File: src/rtl/dll_pkg.sv
// shared types and constants of the linked-list core
package dll_pkg;

  localparam int unsigned NODES  = 64;
  localparam int unsigned VAL_W  = 32;
  localparam int unsigned ADDR_W = $clog2(NODES);
  localparam int unsigned IDX_W  = ADDR_W + 1;

  typedef logic [IDX_W-1:0]         idx_t;
  typedef logic [ADDR_W-1:0]        addr_t;
  typedef logic signed [VAL_W-1:0]  val_t;

  // null index sits just past the pool
  localparam idx_t NIL = IDX_W'(NODES);

  typedef enum logic [3:0] {
    K_CLEAR, K_INS_HEAD, K_INS_TAIL, K_CUR_HEAD, K_CUR_TAIL,
    K_DEL_HEAD, K_DEL_TAIL, K_DEL_AFTER, K_DEL_BEFORE,
    K_INS_AFTER, K_INS_BEFORE, K_SET, K_NEXT, K_PREV, K_QUERY
  } kind_e;

  typedef enum logic [1:0] {
    ST_DONE, ST_NO_EFFECT, ST_FULL
  } status_e;

  typedef enum logic [3:0] {
    S_IDLE, S_RD1, S_RD2, S_DEC, S_WR0, S_WR1, S_WR2,
    S_VH, S_VT, S_VC, S_FIN
  } ctrl_state_e;

  typedef struct packed {
    val_t val;
    idx_t fwd;
    idx_t bwd;
  } entry_t;

  typedef struct packed {
    logic   we_val;
    logic   we_fwd;
    logic   we_bwd;
    addr_t  addr;
    entry_t data;
  } wr_t;

  typedef struct packed {
    status_e    status;
    logic       list_empty;
    logic       cursor_valid;
    val_t       head_value;
    val_t       tail_value;
    val_t       cursor_value;
    idx_t       length;
  } res_t;

endpackage

File: src/rtl/dll_mem.sv
// node store: value, forward and backward link memories, one read and one write port
module dll_mem import dll_pkg::*; (
  input  logic   clk_i,
  input  logic   rd_en_i,
  input  addr_t  rd_addr_i,
  output entry_t rd_data_o,
  input  wr_t    wr_i
);

  val_t   val_mem [NODES];
  idx_t   fwd_mem [NODES];
  idx_t   bwd_mem [NODES];
  entry_t rd_q;

  always_ff @(posedge clk_i) begin
    if (wr_i.we_val) val_mem[wr_i.addr] <= wr_i.data.val;
    if (wr_i.we_fwd) fwd_mem[wr_i.addr] <= wr_i.data.fwd;
    if (wr_i.we_bwd) bwd_mem[wr_i.addr] <= wr_i.data.bwd;
  end

  always_ff @(posedge clk_i) begin
    if (rd_en_i) begin
      rd_q.val <= val_mem[rd_addr_i];
      rd_q.fwd <= fwd_mem[rd_addr_i];
      rd_q.bwd <= bwd_mem[rd_addr_i];
    end
  end

  assign rd_data_o = rd_q;

endmodule

File: src/rtl/dll_ctrl.sv
// operation sequencer: reads links, updates list registers, writes nodes back
module dll_ctrl import dll_pkg::*; (
  input  logic        clk_i,
  input  logic        rst_ni,
  input  logic        in_valid_i,
  output logic        in_ready_o,
  input  logic [3:0]  kind_i,
  input  val_t        value_i,
  output logic        rd_en_o,
  output addr_t       rd_addr_o,
  input  entry_t      rd_data_i,
  output wr_t         wr_o,
  input  logic        out_free_i,
  output logic        done_o,
  output res_t        res_o
);

  ctrl_state_e state_q, state_d;
  kind_e       kind_q;
  val_t        value_q;
  idx_t        head_q, head_d, tail_q, tail_d, cur_q, cur_d;
  idx_t        free_q, free_d, fresh_q, fresh_d, cnt_q, cnt_d;
  status_e     status_q, status_d;
  entry_t      r1_q;
  wr_t         slot_q [3];
  wr_t         slot_d [3];
  val_t        hv_q, tv_q;
  logic        have_free, alloc_ok;
  idx_t        alloc_n, node_n, node_b, rd_idx;

  function automatic wr_t mk_wr(idx_t a, logic wv, logic wf, logic wb,
                                val_t v, idx_t f, idx_t bk);
    wr_t w;
    w.we_val   = wv;
    w.we_fwd   = wf;
    w.we_bwd   = wb;
    w.addr     = a[ADDR_W-1:0];
    w.data.val = v;
    w.data.fwd = f;
    w.data.bwd = bk;
    return w;
  endfunction

  // next state
  always_comb begin
    state_d = state_q;
    unique case (state_q)
      S_IDLE:  if (in_valid_i) state_d = S_RD1;
      S_RD1:   state_d = S_RD2;
      S_RD2:   state_d = S_DEC;
      S_DEC:   state_d = S_WR0;
      S_WR0:   state_d = S_WR1;
      S_WR1:   state_d = S_WR2;
      S_WR2:   state_d = S_VH;
      S_VH:    state_d = S_VT;
      S_VT:    state_d = S_VC;
      S_VC:    state_d = S_FIN;
      S_FIN:   if (out_free_i) state_d = S_IDLE;
      default: state_d = S_IDLE;
    endcase
  end

  // memory port and handshake outputs
  always_comb begin
    in_ready_o = 1'b0;
    rd_en_o    = 1'b0;
    rd_idx     = NIL;
    wr_o       = '0;
    done_o     = 1'b0;
    unique case (state_q)
      S_IDLE: in_ready_o = 1'b1;
      S_RD1: begin
        rd_en_o = 1'b1;
        unique case (kind_q)
          K_INS_HEAD, K_INS_TAIL, K_INS_AFTER, K_INS_BEFORE: rd_idx = free_q;
          K_DEL_HEAD:                                        rd_idx = head_q;
          K_DEL_TAIL:                                        rd_idx = tail_q;
          default:                                           rd_idx = cur_q;
        endcase
      end
      S_RD2: begin
        rd_en_o = 1'b1;
        unique case (kind_q)
          K_DEL_AFTER:  rd_idx = rd_data_i.fwd;
          K_DEL_BEFORE: rd_idx = rd_data_i.bwd;
          default:      rd_idx = cur_q;
        endcase
      end
      S_WR0: wr_o = slot_q[0];
      S_WR1: wr_o = slot_q[1];
      S_WR2: wr_o = slot_q[2];
      S_VH: begin
        rd_en_o = 1'b1;
        rd_idx  = head_q;
      end
      S_VT: begin
        rd_en_o = 1'b1;
        rd_idx  = tail_q;
      end
      S_VC: begin
        rd_en_o = 1'b1;
        rd_idx  = cur_q;
      end
      S_FIN: done_o = out_free_i;
      default: ;
    endcase
  end

  assign rd_addr_o = rd_idx[ADDR_W-1:0];

  // operation decode, valid in the decode state with both reads returned
  assign have_free = (free_q != NIL);
  assign alloc_ok  = have_free || (fresh_q < NIL);
  assign alloc_n   = have_free ? free_q : fresh_q;

  always_comb begin
    head_d   = head_q;
    tail_d   = tail_q;
    cur_d    = cur_q;
    free_d   = free_q;
    fresh_d  = fresh_q;
    cnt_d    = cnt_q;
    status_d = ST_DONE;
    slot_d[0] = '0;
    slot_d[1] = '0;
    slot_d[2] = '0;
    node_n   = NIL;
    node_b   = NIL;
    unique case (kind_q)
      K_CLEAR: begin
        head_d  = NIL;
        tail_d  = NIL;
        cur_d   = NIL;
        free_d  = NIL;
        fresh_d = '0;
        cnt_d   = '0;
      end
      K_INS_HEAD, K_INS_TAIL: begin
        if (!alloc_ok) begin
          status_d = ST_FULL;
        end else begin
          node_n = alloc_n;
          if (have_free) free_d = r1_q.fwd;
          else fresh_d = fresh_q + 1'b1;
          cnt_d = cnt_q + 1'b1;
          if (kind_q == K_INS_HEAD) begin
            slot_d[0] = mk_wr(node_n, 1'b1, 1'b1, 1'b1, value_q, head_q, NIL);
            if (head_q != NIL) slot_d[1] = mk_wr(head_q, 1'b0, 1'b0, 1'b1, '0, NIL, node_n);
            else tail_d = node_n;
            head_d = node_n;
          end else begin
            slot_d[0] = mk_wr(node_n, 1'b1, 1'b1, 1'b1, value_q, NIL, tail_q);
            if (tail_q != NIL) slot_d[1] = mk_wr(tail_q, 1'b0, 1'b1, 1'b0, '0, node_n, NIL);
            else head_d = node_n;
            tail_d = node_n;
          end
        end
      end
      K_CUR_HEAD: cur_d = head_q;
      K_CUR_TAIL: cur_d = tail_q;
      K_DEL_HEAD, K_DEL_TAIL: begin
        node_n = (kind_q == K_DEL_HEAD) ? head_q : tail_q;
        if (node_n == NIL) begin
          status_d = ST_NO_EFFECT;
        end else begin
          if (cur_q == node_n) cur_d = NIL;
          if (head_q == tail_q) begin
            head_d = NIL;
            tail_d = NIL;
          end else if (kind_q == K_DEL_HEAD) begin
            head_d    = r1_q.fwd;
            slot_d[0] = mk_wr(r1_q.fwd, 1'b0, 1'b0, 1'b1, '0, NIL, NIL);
          end else begin
            tail_d    = r1_q.bwd;
            slot_d[0] = mk_wr(r1_q.bwd, 1'b0, 1'b1, 1'b0, '0, NIL, NIL);
          end
          slot_d[1] = mk_wr(node_n, 1'b0, 1'b1, 1'b0, '0, free_q, NIL);
          free_d    = node_n;
          if (cnt_q != '0) cnt_d = cnt_q - 1'b1;
        end
      end
      K_DEL_AFTER, K_DEL_BEFORE: begin
        node_n = (kind_q == K_DEL_AFTER) ? r1_q.fwd : r1_q.bwd;
        node_b = (kind_q == K_DEL_AFTER) ? rd_data_i.fwd : rd_data_i.bwd;
        if (cur_q == NIL || node_n == NIL) begin
          status_d = ST_NO_EFFECT;
        end else begin
          if (kind_q == K_DEL_AFTER) begin
            slot_d[0] = mk_wr(cur_q, 1'b0, 1'b1, 1'b0, '0, node_b, NIL);
            if (node_n == tail_q) tail_d = cur_q;
            else if (node_b != NIL) slot_d[1] = mk_wr(node_b, 1'b0, 1'b0, 1'b1, '0, NIL, cur_q);
          end else begin
            slot_d[0] = mk_wr(cur_q, 1'b0, 1'b0, 1'b1, '0, NIL, node_b);
            if (node_n == head_q) head_d = cur_q;
            else if (node_b != NIL) slot_d[1] = mk_wr(node_b, 1'b0, 1'b1, 1'b0, '0, cur_q, NIL);
          end
          slot_d[2] = mk_wr(node_n, 1'b0, 1'b1, 1'b0, '0, free_q, NIL);
          free_d    = node_n;
          if (cnt_q != '0) cnt_d = cnt_q - 1'b1;
        end
      end
      K_INS_AFTER, K_INS_BEFORE: begin
        if (cur_q == NIL) begin
          status_d = ST_NO_EFFECT;
        end else if (!alloc_ok) begin
          status_d = ST_FULL;
        end else begin
          node_n = alloc_n;
          if (have_free) free_d = r1_q.fwd;
          else fresh_d = fresh_q + 1'b1;
          cnt_d = cnt_q + 1'b1;
          if (kind_q == K_INS_AFTER) begin
            node_b    = rd_data_i.fwd;
            slot_d[0] = mk_wr(node_n, 1'b1, 1'b1, 1'b1, value_q, node_b, cur_q);
            slot_d[1] = mk_wr(cur_q, 1'b0, 1'b1, 1'b0, '0, node_n, NIL);
            if (cur_q == tail_q) tail_d = node_n;
            else if (node_b != NIL) slot_d[2] = mk_wr(node_b, 1'b0, 1'b0, 1'b1, '0, NIL, node_n);
          end else begin
            node_b    = rd_data_i.bwd;
            slot_d[0] = mk_wr(node_n, 1'b1, 1'b1, 1'b1, value_q, cur_q, node_b);
            slot_d[1] = mk_wr(cur_q, 1'b0, 1'b0, 1'b1, '0, NIL, node_n);
            if (cur_q == head_q) head_d = node_n;
            else if (node_b != NIL) slot_d[2] = mk_wr(node_b, 1'b0, 1'b1, 1'b0, '0, node_n, NIL);
          end
        end
      end
      K_SET: begin
        if (cur_q == NIL) status_d = ST_NO_EFFECT;
        else slot_d[0] = mk_wr(cur_q, 1'b1, 1'b0, 1'b0, value_q, NIL, NIL);
      end
      K_NEXT: begin
        if (cur_q == NIL) status_d = ST_NO_EFFECT;
        else cur_d = (cur_q == tail_q) ? NIL : r1_q.fwd;
      end
      K_PREV: begin
        if (cur_q == NIL) status_d = ST_NO_EFFECT;
        else cur_d = (cur_q == head_q) ? NIL : r1_q.bwd;
      end
      K_QUERY: ;
      default: status_d = ST_NO_EFFECT;
    endcase
  end

  always_ff @(posedge clk_i or negedge rst_ni) begin
    if (!rst_ni) begin
      state_q  <= S_IDLE;
      head_q   <= NIL;
      tail_q   <= NIL;
      cur_q    <= NIL;
      free_q   <= NIL;
      fresh_q  <= '0;
      cnt_q    <= '0;
      status_q <= ST_DONE;
    end else begin
      state_q <= state_d;
      if (state_q == S_DEC) begin
        head_q   <= head_d;
        tail_q   <= tail_d;
        cur_q    <= cur_d;
        free_q   <= free_d;
        fresh_q  <= fresh_d;
        cnt_q    <= cnt_d;
        status_q <= status_d;
      end
    end
  end

  always_ff @(posedge clk_i) begin
    if (state_q == S_IDLE && in_valid_i) begin
      kind_q  <= kind_e'(kind_i);
      value_q <= value_i;
    end
    if (state_q == S_RD2) r1_q <= rd_data_i;
    if (state_q == S_DEC) begin
      slot_q[0] <= slot_d[0];
      slot_q[1] <= slot_d[1];
      slot_q[2] <= slot_d[2];
    end
    if (state_q == S_VT) hv_q <= rd_data_i.val;
    if (state_q == S_VC) tv_q <= rd_data_i.val;
  end

  // result, the cursor value is still on the read port
  always_comb begin
    res_o.status       = status_q;
    res_o.list_empty   = (head_q == NIL);
    res_o.cursor_valid = (cur_q != NIL);
    res_o.head_value   = (head_q == NIL) ? '0 : hv_q;
    res_o.tail_value   = (tail_q == NIL) ? '0 : tv_q;
    res_o.cursor_value = (cur_q == NIL) ? '0 : rd_data_i.val;
    res_o.length       = cnt_q;
  end

endmodule

File: src/rtl/doubly_linked_list_with_cursor_core.sv
// top level of the doubly linked list core with cursor
//
// usage: one operation per input transfer (kind_i, value_i) on a valid/ready
// channel; each operation produces exactly one result transfer carrying the
// status, the empty and cursor flags, the head, tail and cursor values and
// the list length. values of absent nodes read as zero.
// one operation is in flight at a time: two link reads, three node write
// slots and three value reads, all sequenced over the single read and
// single write port of the node memory.
// the result sits in an output register; the next input transfer is taken
// while it waits, and a stalled receiver only holds the sequencer in its
// final step until the register frees up.
// reset: asynchronous, active low. the list, cursor and free list come up
// empty with every node fresh; the node memory is not cleared, as no data
// read from an entry before it has been written reaches a result.
module doubly_linked_list_with_cursor_core import dll_pkg::*; (
  input  logic                    clk_i,
  input  logic                    rst_ni,
  input  logic                    in_valid_i,
  output logic                    in_ready_o,
  input  logic [3:0]              kind_i,
  input  logic signed [VAL_W-1:0] value_i,
  output logic                    out_valid_o,
  input  logic                    out_ready_i,
  output logic [1:0]              status_o,
  output logic                    list_empty_o,
  output logic                    cursor_valid_o,
  output logic signed [VAL_W-1:0] head_value_o,
  output logic signed [VAL_W-1:0] tail_value_o,
  output logic signed [VAL_W-1:0] cursor_value_o,
  output logic [IDX_W-1:0]        length_o
);

  logic   rd_en;
  addr_t  rd_addr;
  entry_t rd_data;
  wr_t    wr;
  logic   out_free, done;
  res_t   res, res_q;
  logic   out_valid_q;

  // node storage
  dll_mem u_mem (
    .clk_i     (clk_i),
    .rd_en_i   (rd_en),
    .rd_addr_i (rd_addr),
    .rd_data_o (rd_data),
    .wr_i      (wr)
  );

  // operation sequencer
  dll_ctrl u_ctrl (
    .clk_i      (clk_i),
    .rst_ni     (rst_ni),
    .in_valid_i (in_valid_i),
    .in_ready_o (in_ready_o),
    .kind_i     (kind_i),
    .value_i    (value_i),
    .rd_en_o    (rd_en),
    .rd_addr_o  (rd_addr),
    .rd_data_i  (rd_data),
    .wr_o       (wr),
    .out_free_i (out_free),
    .done_o     (done),
    .res_o      (res)
  );

  // output register is free when empty or being drained this cycle
  assign out_free = !out_valid_q || out_ready_i;

  always_ff @(posedge clk_i or negedge rst_ni) begin
    if (!rst_ni) begin
      out_valid_q <= 1'b0;
    end else if (done) begin
      out_valid_q <= 1'b1;
    end else if (out_ready_i) begin
      out_valid_q <= 1'b0;
    end
  end

  // result payload, held while the receiver stalls
  always_ff @(posedge clk_i) begin
    if (done) res_q <= res;
  end

  assign out_valid_o    = out_valid_q;
  assign status_o       = res_q.status;
  assign list_empty_o   = res_q.list_empty;
  assign cursor_valid_o = res_q.cursor_valid;
  assign head_value_o   = res_q.head_value;
  assign tail_value_o   = res_q.tail_value;
  assign cursor_value_o = res_q.cursor_value;
  assign length_o       = res_q.length;

endmodule

File: config.mk
export PLATFORM = sky130hd
export DESIGN_NAME = doubly_linked_list_with_cursor_core
export DESIGN_NICKNAME = d
export VERILOG_FILES = /design/src/rtl/dll_pkg.sv /design/src/rtl/dll_mem.sv /design/src/rtl/dll_ctrl.sv /design/src/rtl/doubly_linked_list_with_cursor_core.sv
export SDC_FILE = /design/constraint.sdc
export NUM_CORES = 2
export LEC_CHECK = 0
export BUFFER_PORTS_ARGS = -buffer_cell sky130_fd_sc_hd__buf_2
export CORE_MARGIN = 2
export CORE_UTILIZATION = 35
export DETAILED_ROUTE_END_ITERATION = 6
export PLACE_DENSITY = 0.51
export SLEW_MARGIN = 10
export SYNTH_ARGS = -nofsm -noshare
export SYNTH_HDL_FRONTEND = slang
export SYNTH_SLANG_ARGS = --single-unit
File: constraint.sdc
create_clock -name clk_i -period 20.6 [get_ports clk_i]
set_clock_uncertainty 0.15 [all_clocks]
set_input_delay 5.15 -clock clk_i [delete_from_list [all_inputs] [get_ports clk_i]]
set_output_delay 5.15 -clock clk_i [all_outputs]
set_load 0.05 [all_outputs]
Word level (Yosys, flattened, before mapping)
Memory sizes are Yosys's and may differ from the RTL's. A register that Yosys moved wholly into a read port is not among the register bits.
Cells that the tools add are included.
{"block": "totals", "ramBits": 3109, "in_bits": 40, "ff_bits": 270, "mem_count": 4, "out_inout_bits": 109, "elab_cells": 225}
{"name": "u_mem.val_mem", "words": 64, "word_bits": 32, "rd": 1, "rd_ports_with_merged_regs": 1, "wr": 1, "line": "dll_mem.sv:10", "rtl": "val_t val_mem [NODES];"}
{"name": "u_mem.bwd_mem", "words": 64, "word_bits": 7, "rd": 1, "rd_ports_with_merged_regs": 1, "wr": 1, "line": "dll_mem.sv:12", "rtl": "idx_t bwd_mem [NODES];"}
{"name": "u_mem.fwd_mem", "words": 64, "word_bits": 7, "rd": 1, "rd_ports_with_merged_regs": 1, "wr": 1, "line": "dll_mem.sv:11", "rtl": "idx_t fwd_mem [NODES];"}
{"name": "u_ctrl.slot_q", "words": 3, "word_bits": 55, "rd": 3, "rd_ports_with_merged_regs": 0, "wr": 3, "line": "dll_ctrl.sv:25", "rtl": "wr_t slot_q [3];"}
{"block": "op_classes", "n_lt_le_gt_ge": 1, "eq_ne": 64, "mux": 105, "reduce_logical": 26, "add_sub_neg": 3}
{"operator": "two-way mux 7 bit", "n": 49}
{"operator": "two-way mux 165 bit", "n": 2}
{"operator": "two-way mux 55 bit", "n": 6}
{"operator": "one-hot mux 55 bit (5 select lines)", "n": 1}
{"operator": "two-way mux 110 bit", "n": 2}
{"operator": "one-hot mux 55 bit (4 select lines)", "n": 1}
{"operator": "two-way mux 54 bit", "n": 4}
{"operator": "one-hot mux 55 bit (3 select lines)", "n": 1}
{"operator": "two-way mux 164 bit", "n": 1}
{"operator": "two-way mux 53 bit", "n": 3}
{"operator": "one-hot mux 7 bit (5 select lines)", "n": 4}
{"operator": "two-way mux 124 bit", "n": 1}
{"operator": "one-hot mux 55 bit (2 select lines)", "n": 1}
{"operator": "two-way mux 109 bit", "n": 1}
{"operator": "two-way mux 69 bit", "n": 1}
{"operator": "!= test 7 bit, second input constant", "n": 7}
{"operator": "one-hot mux 4 bit (11 select lines)", "n": 1}
{"operator": "equality test 7 bit", "n": 6}
{"operator": "one-hot mux 7 bit (6 select lines)", "n": 1}
{"operator": "equality test 4 bit, second input constant", "n": 10}
{"operator": "equality test 7 bit, second input constant", "n": 5}
{"operator": "equality test 4 x 3 -> 1 bit, second input constant", "n": 8}
{"operator": "one-hot mux 6 bit (5 select lines)", "n": 1}
{"operator": "AND reduction 13 bit", "n": 2}
{"operator": "34 further kinds", "n": 80}

Longest topological paths before layout
{"block": "depth", "word_depth": 8, "mapped_depth": 19, "ltp_nobuf": 11}

By module
A second synthesis with hierarchy kept.
{"block": "hier_totals", "cells_unflattened": 6389, "area_unflattened_um2": 130642.8}
{"mod": "dll_mem", "n_inst": 1, "cells_per_inst": 5015, "area_each_um2": 113513.9}
{"mod": "dll_ctrl", "n_inst": 1, "cells_per_inst": 1264, "area_each_um2": 13868.3}
{"mod": "doubly_linked_list_with_cursor_core", "n_inst": 1, "cells_per_inst": 110, "area_each_um2": 3260.6}

Worst setup path after synthesis
OpenSTA, ideal clock, no wires.
{"block": "synth_path", "path_kind": "input -> register", "startpoint": "input out_ready_i", "endpoint": "register res_q, in the netlist cursor_valid_o (enable)", "path_buffers": 0, "arrival_time_ns": 7.831, "cell_stages": 2, "path_slack_ns": 12.140, "cell_sequence": "nand2b_1 and3_1"}
{"block": "synth_between", "elab_chain_len": 2}
{"element": "start, declared", "line": "doubly_linked_list_with_cursor_core.sv:24", "rtl": "input logic out_ready_i,"}
{"element": "logical OR 1 bit", "line": "doubly_linked_list_with_cursor_core.sv:69", "rtl": "assign out_free = !out_valid_q || out_ready_i;"}
{"element": "two-way mux 1 bit", "line": "dll_ctrl.sv:70", "rtl": "unique case (state_q)"}
{"element": "via done", "line": "doubly_linked_list_with_cursor_core.sv:38", "rtl": "logic out_free, done;"}
{"element": "end signal, assigned", "line": "doubly_linked_list_with_cursor_core.sv:83", "rtl": "if (done) res_q <= res;"}
{"element": "end, declared", "line": "doubly_linked_list_with_cursor_core.sv:39", "rtl": "res_t res, res_q;"}
The timed path passes the listed nets, and every way through them passes these cells.
A chain may end at the register's enable or synchronous reset.

Final worst setup path
{"block": "layout_path", "startpoint": "register u_ctrl.state_q[0]", "endpoint": "output in_ready_o"}
{"block": "layout_between", "elab_chain_len": 2}
{"element": "start, declared", "line": "dll_ctrl.sv:18", "rtl": "ctrl_state_e state_q, state_d;"}
{"element": "start signal, assigned", "line": "dll_ctrl.sv:255", "rtl": "state_q <= state_d;"}
{"element": "logical NOT 4 bit", "line": "dll_ctrl.sv:70"}
{"element": "two-way mux 1 bit", "line": "dll_ctrl.sv:70"}
{"element": "end, declared", "line": "doubly_linked_list_with_cursor_core.sv:20", "rtl": "output logic in_ready_o,"}
Every way passes these cells.

==> flow_summary_export.csv <==
group,metric,value,unit
cts,cts_tree,"built",
pwr,p_per_area,131,nW/µm²
cts,htreeDepth,5,
place,place.port_buffers,148,
route,wirelength,424000,µm
worst_setup_path,reg2regPathDepth,12,
place,gp_congestion,0.895,
min_path,worst_hold_startpoint,"u_ctrl.status_q[1]",
global_route,grt_remaining_overflow,0,
final_layout,seqCellArea,101000,µm²
floorplanning,initial_core_util,35.1,%
synthesis,ys_warn_count,0,
floorplanning,coreArea,375000,µm²
synthesis,async_reset_ff_share,1.46,%
place,dpl.cell_count,13265,
worst_setup_path,worstReg2RegEnd,"u_mem.rd_data_o[32]",
pwr,p_sw_share,33.3,%
worst_setup_path,crit_path_max_fanout,37,
pwr,irDropWorstVdd,0.000107,V
run_status,outcome,"finished, final reports clean",
global_route,antenna_found_initial,30,
min_path,holdPathStages,0,
cts,path_clk_slew,0.06,ns
pwr,p_int,13.1,mW
worst_setup_path,slowest_delay,0.68,ns
synthesis,synthXorXnorAreaFrac,0.332,%
timing,setup_tns,0,ns
cts,numCtsBuffers,346,
synthesis,yosysTopAreaCell,"edfxtp_1",
synthesis,synth.cell_area,132000,µm²
global_route,grt_pass1_wl,587000,µm
floorplanning,fp.dieH,618,µm
cts,clock_path_buffers,4,
global_route,track_usage,21.6,%
worst_setup_path,arrival,2.71,ns
route,wl_per_cell,30.5,µm
worst_setup_path,r2r_slack,12.87,ns
timing,slew_headroom,10.6,%
route,drt_iter0_markers,9751,
pwr,p_switching,6.55,mW
final_layout,final_cells,13910,
synthesis,synth_edf_count,3310,
cts,cts_num_sinks,3359,
cts,clock_latency,0.95,ns
worst_setup_path,path_class,"register to output port",
timing,tightest_slew,1.34,ns
synthesis,ys_seq_elements,3359,
floorplanning,num_rows,225,
route,dr.pass1.iters,7,
timing,grt_setup_unrepaired,"false",
worst_setup_path,crit_chain,"buf_4 > nor4_1 > buf_2",
timing,post-route-period-util,38.9,%
global_route,grt_pass1_vias,75299,
worst_setup_path,crit_required,15.30,ns
synthesis,synth_mux_area_share,6.88,%
pwr,power_frac_clock,31.1,%
cts,post-cts-setup-buffer-count,0,
worst_setup_path,cp.buffers_inverters,2,
cts,cts_root_buf,"clkbuf_16",
final_layout,multiInputGateArea,29600,µm²
pwr,combPwrFrac,25.0,%
final_layout,area_growth,14.2,%
synthesis,synth_top_family_by_area,"simple AND/OR/NAND/NOR gates",
route,antenna_left,0,
min_path,hold_path.class,"register to register",
timing,setup_viol,0,
cts,post_cts_resized,0,
timing,hold_viol_final,0,
synthesis,postSynthNetCount,8408,
timing,timing.final.max_slew_violations,0,
worst_setup_path,crit_path_end_kind,"output port",
final_layout,drive_gt1_share,16.1,%
synthesis,syn_inst,8364,
final_layout,nFillCells,34008,
worst_setup_path,cpLargestDelayFamily,"buffers and inverters",
floorplanning,dieWidth,618,µm
timing,max_freq,0.125,GHz
worst_setup_path,startpoint_type,"register",
synthesis,synthAdderAreaFrac,0.0531,%
synthesis,synth_flop_cell,"edfxtp_1",
timing,min_period,8.01,ns
synthesis,synth-simple-area-share,10.6,%
global_route,grt_max_degree,200,
worst_setup_path,cp_slowest_cell,"nor4_1",
worst_setup_path,cp.depth,3,
synthesis,synth_compound_area_share,3.95,%
synthesis,synth_cell_types,79,
pwr,sequentialPowerShare,43.9,%
route,via_count,77520,
worst_setup_path,crit-reg2reg-launch,"u_ctrl.kind_q[1]",
floorplanning,dieArea,382000,µm²
pwr,power_leakage,50.0,nW
route,drc,0,
route,vias_per_cell,5.57,
synthesis,seq_area_frac_synth,76.3,%
synthesis,syn_avg_cell_area,15.8,µm²
cts,holdBufCountCts,0,
min_path,worstHoldEndpoint,"status_o[1]",
flow_run,maxCapViolations,0,
place,place_hpwl,238000,µm
final_layout,nNetsFinal,8664,
floorplanning,num_io_pins,149,
synthesis,yosys-top-cells-area,"edfxtp_1 (75%), mux4_2 (5.4%), nand2_1 (4.6%)",
synthesis,netlist.area_leader.share,75.4,%
[routing by layer]
metal  up-vias  global-route usage (%)  part of all wire (%)
li1      32779                       -                     -
met1     40732                    29.3                    41
met2      3416                    36.1                    49
met3       581                    3.46                   7.7
met4        12                    5.91                   2.6
met5         -                   0.227                 0.044
[registers in the layout (all words and copies together) (netlist names), 14 cells and up]
name	flops
cursor_value_o	32
head_value_o	32
tail_value_o	32
u_ctrl.hv_q	32
u_ctrl.r1_q	14
u_ctrl.slot_q	99
u_ctrl.tv_q	32
u_ctrl.value_q	32
u_mem.bwd_mem	448
u_mem.fwd_mem	448
u_mem.rd_data_o	46
u_mem.val_mem	2048
[through the flow]
| stage | util, % | setup WS [ns] | hold WS, ns | cell area, µm² | power (mW) |
|---|---|---|---|---|---|
| 2_1_floorplan | - | 12.14 | 0.275 | 132000 | 11.5 |
| 3_3_place_gp | 37.2 | 12.88 | 0.293 | 140000 | 13.6 |
| 3_5_place_dp | 37.2 | 12.82 | 0.289 | 140000 | 13.7 |
| 4_1_cts | 40.1 | 12.57 | 0.304 | 150000 | 19.7 |
| 5_1_grt | 40.1 | 12.11 | 0.312 | 151000 | 20.3 |
| 6_report | 40.1 | 12.59 | 0.300 | 151000 | 19.7 |
[final cells by class]
class	count	area share, %
repair buffers	431	1.99
well taps	4994	4.15
multi-input cells	4433	19.7
clock buffers	433	6.18
diodes	21	0.0349
clock inverters	190	1.03
flip-flops and latches	3359	66.8
inverters	49	0.124
[worst max path at each step]
stage	start	end	slack, ns
floorplan	out_ready_i	cursor_valid_o	12.14
global placement	u_ctrl.state_q[0]	u_mem.rd_data_o[32]	12.88
detailed placement	u_ctrl.kind_q[1]	u_mem.rd_data_o[32]	12.82
CTS	u_ctrl.state_q[0]	in_ready_o	12.57
global route	u_ctrl.kind_q[1]	u_mem.rd_data_o[32]	12.11
finish	u_ctrl.state_q[0]	in_ready_o	12.59
[placed cells by master, fill, tap and decap left out, types with 34 or more instances in the layout]
| master | instances |
|---|---|
| nor2_1 | 156 |
| a21oi_1 | 202 |
| buf_4 | 273 |
| buf_2 | 148 |
| and2_1 | 102 |
| nor2b_1 | 42 |
| a22oi_1 | 149 |
| clkinv_1 | 71 |
| nand4_1 | 212 |
| a32oi_1 | 48 |
| nor3_2 | 60 |
| o21ai_0 | 80 |
| o22ai_1 | 40 |
| mux4_2 | 319 |
| or3_1 | 34 |
| nor3_1 | 94 |
| dfrtp_1 | 44 |
| nor2_4 | 47 |
| clkbuf_16 | 360 |
| edfxtp_1 | 3310 |
| clkbuf_1 | 70 |
| clkinv_2 | 73 |
| inv_1 | 48 |
| mux2i_1 | 174 |
| a31oi_1 | 141 |
| nand3_1 | 564 |
| nand2_1 | 1608 |
[cells in the mapped netlist (5+ instances only)]
cell / number
xor2_1: 17
and2_1: 104
a211oi_1: 9
a32oi_1: 48
a211o_1: 5
mux2_2: 13
nand3_1: 567
clkbuf_1: 324
nor3_1: 153
nand3b_1: 24
dfrtp_1: 45
or4_1: 13
a21oi_1: 202
or3_1: 34
buf_6: 17
mux4_2: 319
nor4_1: 19
a21o_1: 8
nand2_1: 1614
a32o_1: 6
a221oi_1: 10
nor2_2: 5
o22ai_1: 40
buf_1: 48
o31ai_1: 5
mux2i_1: 174
o21ai_0: 85
buf_4: 20
o211ai_1: 5
a222oi_1: 21
nor2b_1: 45
buf_2: 110
xnor2_1: 33
a22o_1: 6
a31oi_1: 141
edfxtp_1: 3310
a22oi_1: 149
nor2_1: 204
inv_1: 49
nand4_1: 212
and3_1: 45
o221ai_1: 8
nand2b_1: 24
[cells by family after synthesis]
kind of cell / Yosys count
AOI/OAI and AO/OA: 787
and+or+nand+nor: 3084
DFF: 3359
xor gates and xnor gates: 50
muxes: 506
buffers and inverters: 572
adders and majority gates: 6
[power by group through the flow]
stage / clock [mW] / combinational, mW / sequential (mW)
floorplan: 0 / 2.82 / 8.65
global placement: 0 / 4.85 / 8.76
detailed placement: 0 / 4.90 / 8.76
CTS: 6.21 / 4.91 / 8.62
global route: 6.46 / 5.21 / 8.63
finish: 6.11 / 4.92 / 8.62
Power figures use the tool's default switching activity.
